==> config.mk <==
export PLATFORM = sky130hd
export DESIGN_NAME = largest_uniform_square_top
export DESIGN_NICKNAME = d
export VERILOG_FILES = /design/src/hdl/lus_pkg.sv /design/src/hdl/lus_line_buf.sv /design/src/hdl/lus_side_calc.sv /design/src/hdl/largest_uniform_square_top.sv
export SDC_FILE = /design/constraint.sdc
export NUM_CORES = 2
export LEC_CHECK = 0
export ABC_AREA = 1
export BUFFER_PORTS_ARGS = -buffer_cell sky130_fd_sc_hd__buf_2
export CORE_AREA = 10 10 676 678
export DETAILED_ROUTE_END_ITERATION = 8
export DIE_AREA = 0 0 686 688
export GPL_ROUTABILITY_DRIVEN = 0
export PLACE_DENSITY_LB_ADDON = 0.25
export SKIP_LAST_GASP = 1
export SLEW_MARGIN = 5
export SYNTH_ARGS = -nofsm -noshare
export SYNTH_HDL_FRONTEND = slang
export SYNTH_MEMORY_MAX_BITS = 65536
export SYNTH_SLANG_ARGS = --single-unit
==> constraint.sdc <==
create_clock -name aclk -period 21.2 [get_ports aclk]
set_clock_uncertainty 0.2 [all_clocks]
set_input_delay 3.18 -clock aclk [delete_from_list [all_inputs] [get_ports aclk]]
set_output_delay 3.18 -clock aclk [all_outputs]
set_load 0.005 [all_outputs]
==> src/hdl/lus_pkg.sv <==
`timescale 1ns / 1ps
// ----------------------------------------------------------------------------
// lus_pkg: shared types and constants for the largest uniform square block
// Holds the field widths, the reset width of a grid row and the neighbor
// bundle that goes from the top level into the side calculator.
// ----------------------------------------------------------------------------
package lus_pkg;

    localparam int LUS_VALUE_W     = 8;
    localparam int LUS_SIDE_W      = 9;
    localparam int LUS_CFG_W       = 9;
    localparam int LUS_MAX_WIDTH   = 256;
    localparam int LUS_WIDTH_RESET = 256;

    typedef logic [LUS_VALUE_W-1:0] lus_value_t;
    typedef logic [LUS_SIDE_W-1:0]  lus_side_t;

    localparam lus_side_t LUS_SIDE_MAX = '1;

    // The three neighbors of the current cell: above, left and above-left.
    typedef struct packed {
        lus_side_t  up_side;
        lus_value_t up_value;
        lus_side_t  left_side;
        lus_value_t left_value;
        lus_side_t  diag_side;
        lus_value_t diag_value;
    } lus_nbr_t;

endpackage

==> src/hdl/lus_line_buf.sv <==
`timescale 1ns / 1ps
// ----------------------------------------------------------------------------
// lus_line_buf: line buffer for the previous grid row
// One synchronous memory of side and value per column, one write and one
// registered read per cycle, with a bypass when both hit the same column.
// ----------------------------------------------------------------------------
module lus_line_buf
    import lus_pkg::*;
#(
    parameter int DEPTH = LUS_MAX_WIDTH,
    parameter int AW    = $clog2(DEPTH)
) (
    input  logic          aclk,
    input  logic          rd_en,
    input  logic [AW-1:0] rd_addr,
    input  logic          wr_en,
    input  logic [AW-1:0] wr_addr,
    input  lus_side_t     wr_side,
    input  lus_value_t    wr_value,
    output lus_side_t     rd_side,
    output lus_value_t    rd_value
);

    localparam int DW = LUS_SIDE_W + LUS_VALUE_W;

    logic [DW-1:0] mem [DEPTH];
    logic [DW-1:0] rd_data_reg;

    always_ff @(posedge aclk) begin
        if (wr_en) begin
            mem[wr_addr] <= {wr_side, wr_value};
        end
        if (rd_en) begin
            // A read of the column being written this cycle takes the new data.
            if (wr_en && (wr_addr == rd_addr)) begin
                rd_data_reg <= {wr_side, wr_value};
            end else begin
                rd_data_reg <= mem[rd_addr];
            end
        end
    end

    assign rd_side  = rd_data_reg[DW-1:LUS_VALUE_W];
    assign rd_value = rd_data_reg[LUS_VALUE_W-1:0];

endmodule

==> src/hdl/lus_side_calc.sv <==
`timescale 1ns / 1ps
// ----------------------------------------------------------------------------
// lus_side_calc: maximal-square recurrence for one cell
// The side is the smallest neighbor side plus one when all three neighbors
// hold the cell's value, and one otherwise; it saturates at the field maximum.
// ----------------------------------------------------------------------------
module lus_side_calc
    import lus_pkg::*;
(
    input  lus_nbr_t   nbr,
    input  lus_value_t cell_value,
    input  logic       first_col,
    input  logic       first_row,
    output lus_side_t  side
);

    lus_side_t min_ul;
    lus_side_t min_all;
    logic      match;

    always_comb begin
        min_ul  = (nbr.up_side < nbr.left_side) ? nbr.up_side : nbr.left_side;
        min_all = (min_ul < nbr.diag_side) ? min_ul : nbr.diag_side;
        match   = !first_row && !first_col
                  && (nbr.up_value == cell_value)
                  && (nbr.left_value == cell_value)
                  && (nbr.diag_value == cell_value);
        if (!match) begin
            side = lus_side_t'(1);
        end else if (min_all == LUS_SIDE_MAX) begin
            side = LUS_SIDE_MAX;
        end else begin
            side = min_all + lus_side_t'(1);
        end
    end

endmodule

==> src/hdl/largest_uniform_square_top.sv <==
`timescale 1ns / 1ps
// ----------------------------------------------------------------------------
// largest_uniform_square_top: largest square of equal cells in a grid
// Streams a grid in raster order and reports the side of the largest square
// whose cells all hold the same value, one result per grid.
// ----------------------------------------------------------------------------
// Usage notes.
// The input channel (s_valid, s_ready) carries one cell per beat together with
// an end-of-frame flag that marks the last cell of the grid. The result
// channel (m_valid, m_ready) carries one beat per grid with the largest side.
// The row length comes from the row width register, written through cfg_wr_en
// and cfg_wr_data while the block is idle; a zero is taken as one and a value
// above MAX_WIDTH as MAX_WIDTH.
// Throughput is one cell per cycle. A cell's memory read is issued at its
// accept edge, and the cell writes the line buffer as it leaves the cell
// stage. An end-of-frame cell loads the output register at that same edge,
// so m_valid rises as that cell leaves the cell stage.
// The result sits in an output register, so cells keep flowing while it
// waits. Only an end-of-frame cell stalls, and only while an earlier result
// still sits unread; the input then drops s_ready until m_ready frees it.
// Reset sets the row width to 256 and starts a fresh grid. The line buffer
// needs no clearing pass: cells of the first row never look upward.
// ----------------------------------------------------------------------------
module largest_uniform_square_top
    import lus_pkg::*;
#(
    parameter int MAX_WIDTH = LUS_MAX_WIDTH
) (
    input  logic                 aclk,
    input  logic                 aresetn,
    input  logic                 cfg_wr_en,
    input  logic [LUS_CFG_W-1:0] cfg_wr_data,
    input  logic                 s_valid,
    output logic                 s_ready,
    input  lus_value_t           s_cell_value,
    input  logic                 s_end_of_frame,
    output logic                 m_valid,
    input  logic                 m_ready,
    output lus_side_t            m_largest_side
);

    // Column index width, and a width that can hold MAX_WIDTH itself.
    localparam int CW   = (MAX_WIDTH > 1) ? $clog2(MAX_WIDTH) : 1;
    localparam int WW   = $clog2(MAX_WIDTH + 1);
    localparam int CMPW = (WW > LUS_CFG_W) ? WW : LUS_CFG_W;

    // Configuration register.
    logic [LUS_CFG_W-1:0] row_width_reg;

    // Front of the pipeline: where the next accepted cell lands.
    logic [CW-1:0] column_count_reg, column_count_next;
    logic          first_row_reg, first_row_next;

    // Cell stage: the accepted cell waits here for its line buffer read.
    logic          s1_valid_reg, s1_valid_next;
    lus_value_t    s1_value_reg;
    logic          s1_eof_reg;
    logic [CW-1:0] s1_col_reg;
    logic          s1_first_row_reg;

    // Neighbor state, updated as each cell leaves the cell stage.
    lus_side_t  left_side_reg, left_side_next;
    lus_value_t left_value_reg, left_value_next;
    lus_side_t  diag_side_reg, diag_side_next;
    lus_value_t diag_value_reg, diag_value_next;
    lus_side_t  best_side_reg, best_side_next;

    // Output register.
    logic      m_valid_reg, m_valid_next;
    lus_side_t m_side_reg, m_side_next;

    logic          accept;
    logic          s1_done;
    logic [WW-1:0] width_eff;
    logic [CMPW-1:0] width_ext;
    logic [WW-1:0] col_plus_one;
    lus_side_t     up_side;
    lus_value_t    up_value;
    lus_side_t     side;
    lus_side_t     best_new;
    lus_nbr_t      nbr;

    // The cell stage always finishes, except for an end-of-frame cell whose
    // result would land on an output register that is still full.
    assign s1_done = s1_valid_reg && (!s1_eof_reg || !m_valid_reg || m_ready);
    assign s_ready = !s1_valid_reg || s1_done;
    assign accept  = s_valid && s_ready;

    // Effective row width after clamping the register.
    always_comb begin
        width_ext = CMPW'(row_width_reg);
        if (row_width_reg == '0) begin
            width_eff = WW'(1);
        end else if (width_ext > CMPW'(MAX_WIDTH)) begin
            width_eff = WW'(MAX_WIDTH);
        end else begin
            width_eff = WW'(width_ext);
        end
        col_plus_one = WW'(column_count_reg) + WW'(1);
    end

    // Column position and first-row flag for the next cell.
    always_comb begin
        column_count_next = column_count_reg;
        first_row_next    = first_row_reg;
        if (accept) begin
            if (s_end_of_frame) begin
                column_count_next = '0;
                first_row_next    = 1'b1;
            end else if (col_plus_one >= width_eff) begin
                column_count_next = '0;
                first_row_next    = 1'b0;
            end else begin
                column_count_next = CW'(col_plus_one);
            end
        end
    end

    lus_line_buf #(
        .DEPTH (MAX_WIDTH),
        .AW    (CW)
    ) u_line_buf (
        .aclk     (aclk),
        .rd_en    (accept),
        .rd_addr  (column_count_reg),
        .wr_en    (s1_done),
        .wr_addr  (s1_col_reg),
        .wr_side  (side),
        .wr_value (s1_value_reg),
        .rd_side  (up_side),
        .rd_value (up_value)
    );

    assign nbr = '{
        up_side:    up_side,
        up_value:   up_value,
        left_side:  left_side_reg,
        left_value: left_value_reg,
        diag_side:  diag_side_reg,
        diag_value: diag_value_reg
    };

    lus_side_calc u_side_calc (
        .nbr        (nbr),
        .cell_value (s1_value_reg),
        .first_col  (s1_col_reg == '0),
        .first_row  (s1_first_row_reg),
        .side       (side)
    );

    // Neighbor, running maximum and result updates as a cell completes.
    always_comb begin
        s1_valid_next   = s1_valid_reg;
        left_side_next  = left_side_reg;
        left_value_next = left_value_reg;
        diag_side_next  = diag_side_reg;
        diag_value_next = diag_value_reg;
        best_side_next  = best_side_reg;
        m_valid_next    = m_valid_reg;
        m_side_next     = m_side_reg;
        best_new        = (side > best_side_reg) ? side : best_side_reg;

        if (m_valid_reg && m_ready) begin
            m_valid_next = 1'b0;
        end
        if (s1_done) begin
            s1_valid_next = 1'b0;
            if (s1_eof_reg) begin
                // Report this grid and start the next one from scratch.
                m_valid_next    = 1'b1;
                m_side_next     = best_new;
                left_side_next  = '0;
                left_value_next = '0;
                diag_side_next  = '0;
                diag_value_next = '0;
                best_side_next  = '0;
            end else begin
                left_side_next  = side;
                left_value_next = s1_value_reg;
                diag_side_next  = up_side;
                diag_value_next = up_value;
                best_side_next  = best_new;
            end
        end
        if (accept) begin
            s1_valid_next = 1'b1;
        end
    end

    always_ff @(posedge aclk) begin
        if (!aresetn) begin
            row_width_reg    <= LUS_CFG_W'(LUS_WIDTH_RESET);
            column_count_reg <= '0;
            first_row_reg    <= 1'b1;
            s1_valid_reg     <= 1'b0;
            left_side_reg    <= '0;
            left_value_reg   <= '0;
            diag_side_reg    <= '0;
            diag_value_reg   <= '0;
            best_side_reg    <= '0;
            m_valid_reg      <= 1'b0;
        end else begin
            if (cfg_wr_en) begin
                row_width_reg <= cfg_wr_data;
            end
            column_count_reg <= column_count_next;
            first_row_reg    <= first_row_next;
            s1_valid_reg     <= s1_valid_next;
            left_side_reg    <= left_side_next;
            left_value_reg   <= left_value_next;
            diag_side_reg    <= diag_side_next;
            diag_value_reg   <= diag_value_next;
            best_side_reg    <= best_side_next;
            m_valid_reg      <= m_valid_next;
        end
    end

    // Payload registers carry no reset.
    always_ff @(posedge aclk) begin
        if (accept) begin
            s1_value_reg     <= s_cell_value;
            s1_eof_reg       <= s_end_of_frame;
            s1_col_reg       <= column_count_reg;
            s1_first_row_reg <= first_row_reg;
        end
        m_side_reg <= m_side_next;
    end

    assign m_valid        = m_valid_reg;
    assign m_largest_side = m_side_reg;

`ifndef SYNTH
    // A held cell is always an end-of-frame cell blocked by a full output.
    assert property (@(posedge aclk) disable iff (!aresetn)
        (s1_valid_reg && !s1_done) |-> (s1_eof_reg && m_valid_reg && !m_ready))
        else $error("cell stage stalled without a blocked result");

    // Every reported grid holds at least one cell, so the side is nonzero.
    assert property (@(posedge aclk) disable iff (!aresetn)
        m_valid_reg |-> (m_side_reg != '0))
        else $error("result side is zero");

    // An end-of-frame beat restarts the grid at the first column of a first row.
    assert property (@(posedge aclk) disable iff (!aresetn)
        (accept && s_end_of_frame) |=> (column_count_reg == '0 && first_row_reg))
        else $error("grid position not cleared after end of frame");

    // A completed end-of-frame cell leaves a result and a cleared maximum.
    assert property (@(posedge aclk) disable iff (!aresetn)
        (s1_done && s1_eof_reg) |=> (m_valid_reg && best_side_reg == '0))
        else $error("end of frame did not produce a result");
`endif

endmodule

==> run_results.csv <==
group,metric,value,unit
outcome,status,"finished, final reports clean",
setup_path,cp-endpoint,"s_ready",
setup_path,reg2reg_depth,16,
power_and_ir_drop,power.density,93.05,nW/µm²
final_layout,multiInputGateArea,39400,µm²
setup_path,crit_path_frequent_cell,"buf_2",
global_routing,antenna_found_initial,15,
synth,synth_cell_types,50,
final_layout,layout_common_cells,"4396 x edfxtp_1, 2879 x nor2_1, 2650 x o21ai_0",
setup_path,timing.rr.end,"u_line_buf.rd_data_reg[14]",
synth,synth_top_area_share,74.63,%
setup_path,cp-end-kind,"output port",
synth,syn_nets,13873,
floorplanning,dieArea,472000,µm²
synth,synth-main-ff-cell,"edfxtp_1",
floorplanning,start_util,39.88,%
clock_tree,cts_setup_buffers,0,
detailed_routing,drt_iter0_markers,14810,
final_layout,drive_gt1_share,8.969,%
detailed_routing,dr.pass1.iters,7,
floorplanning,ios,34,
clock_tree,cts_tree,"built",
setup_path,timing.reg2reg.setup_slack,13820,ps
min_path,hold_path.class,"reg -> reg",
sta,min_period_over_period,37.11,%
placement,port_buffers,33,
synth,yosysWarnings,0,
final_layout,register_area,133300,µm²
sta,relSlewSlack,14.33,%
global_routing,grt_pass1_wl,790400,µm
synth,synth-edff-count,4396,
clock_tree,ctsLongestPathBuffers,4,
detailed_routing,drt_wl_total,551600,µm
setup_path,crit_type,"in -> out",
sta,worst_pin_slew,1280,ps
final_layout,fillers,39933,
clock_tree,clock-sinks,4459,
clock_tree,cts_buffers,455,
global_routing,grtUsageTotal,22.38,%
floorplanning,coreArea,443600,µm²
detailed_routing,via_per_inst,5.841,
sta,fmax,127.1,MHz
sta,timing.setup.tns,0,ps
setup_path,crit_chain,"buf_2, nor2_1, nand3_1, buf_2",
synth,synthesis.area,176900,µm²
synth,syn_area_per_cell,12.80,µm²
clock_tree,clockRootBuffer,"clkbuf_16",
synth,syn_inst,13814,
setup_path,startpoint_type,"primary input",
synth,yosysSeqAreaShare,75.34,%
setup_path,slowest_stage,"nor2_1",
setup_path,required,17820,ps
synth,synth_area_leaders,"edfxtp_1 75%, o21ai_0 7.5%, nor2_1 6.2%, o22ai_1 4.6%, clkbuf_1 1.6%",
setup_path,critPathMaxFanout,3,
floorplanning,die_y,688,µm
power_and_ir_drop,leakagePower,68.28,nW
synth,async_flop_share,0,%
final_layout,nNetsFinal,13803,
final_layout,synthToLayoutAreaGrowth,12.62,%
sta,report.final.slew_viol_count,0,
run,drv_cap,0,
power_and_ir_drop,power,18.54,mW
setup_path,startpoint,"m_ready",
detailed_routing,drcViolationCount,0,
clock_tree,htreeDepth,5,
sta,rsz0062_at_grt,"false",
synth,yosys.area.top_type,"edfxtp_1",
global_routing,grt_pass1_vias,107665,
placement,hpwl,298700,µm
clock_tree,postCtsHoldBufs,0,
global_routing,grt_overflow,0,
sta,layout_min_cycle_time,7866,ps
clock_tree,ctsResizeCount,0,
detailed_routing,ant_nets,0,
final_layout,layout_commonest_cell,"edfxtp_1",
sta,setup_viol,0,
sta,hold_viol,0,
detailed_routing,vias,117175,
power_and_ir_drop,ir_worst_vdd,0.07322,mV
synth,ys_seq_elements,4459,
setup_path,rr_startpoint,"column_count_reg[0]",
final_layout,largest_register_ffs,4352,
clock_tree,insertion_delay,1020,ps
setup_path,critPathArrivalTime,4490,ps
global_routing,grt_max_degree,190,
clock_tree,path_clk_slew,60,ps
detailed_routing,wl_per_cell,27.50,µm
floorplanning,die_x,686,µm
floorplanning,rows,245,
setup_path,critPathMaxStageDelay,530,ps
cells by family (layout without fill, tap and decap cells):
| group | Yosys count | in the layout | share of synthesized area, % |
|---|---|---|---|
| simple gates | 4031 | 4031 | 8.926 |
| compound gates | 4143 | 4143 | 12.76 |
| xor+xnor | 26 | 26 | 0.1287 |
| fa+ha+maj | 36 | 36 | 0.2546 |
| flops | 4459 | 4459 | 75.34 |
| buf+inv | 1119 | 1432 | 2.590 |
| other cells | 0 | 7 | 0 |
cell type report:
type	count	share of cell area (%)
Tap cell	5928	3.723
Timing Repair Buffer	491	2.004
Clock buffer	567	5.984
Multi-Input combinational cell	8236	19.78
Clock inverter	273	1.377
Sequential cell	4459	66.91
Antenna cell	7	0.008793
Inverter	101	0.2123
worst min path at each step:
| stage | from | to | slack [ps] | cells past startpoint |
|---|---|---|---|---|
| final | left_side_reg[3] | left_side_reg[3] | 270 | 2 |
| after global routing | diag_side_reg[8] | diag_side_reg[8] | 280 | 2 |
| after CTS | left_side_reg[3] | left_side_reg[3] | 270 | 2 |
| after detailed placement | first_row_reg | s1_first_row_reg | 250 | 0 |
| after global placement | diag_side_reg[8] | diag_side_reg[8] | 250 | 2 |
| after floorplan | first_row_reg | s1_first_row_reg | 200 | 0 |
where the power goes:
group	total (mW)	internal [mW]	switching, mW	leakage, nW
clock	7.94	4.48	3.46	7.13
sequential	9.63	9.62	0.0147	44.3
combinational	0.965	0.252	0.712	16.8
total	18.5	14.4	4.19	68.3
worst max-delay path, delay by kind of cell:
| family | cells | cell delay [ps] |
|---|---|---|
| buf+inv | 2 | 350 |
| simple gates | 2 | 950 |
cell usage after synthesis, types with 36 or more instances:
cell type,n
buf_1,42
inv_1,91
nand2_1,676
o21ai_0,2651
edfxtp_1,4396
clkbuf_1,747
buf_2,195
o22ai_1,1304
nand3_1,326
nor2_1,2943
a21oi_1,111
dfxtp_1,63
ha_1,36
per-stage QoR:
step,worst slack (ps),hold slack [ps],util [%],area (µm²),instances
finish,13330,265.8,44.91,199200,20062
global route,13290,276.5,44.91,199200,20056
CTS,13300,265.4,44.91,199200,20055
detailed placement,13310,245.6,41.60,184500,19215
global placement,13280,253.4,41.60,184500,19214
floorplan,6492,201.9,-,176900,13814
layer usage:
layer / part of all wire, % / track usage, %
met2: 46 / 35.25
met1: 42 / 31.67
met4: 3.6 / 7.408
met5: 0.0042 / 0
met3: 9.0 / 3.755
Power figures use the tool's default switching activity.
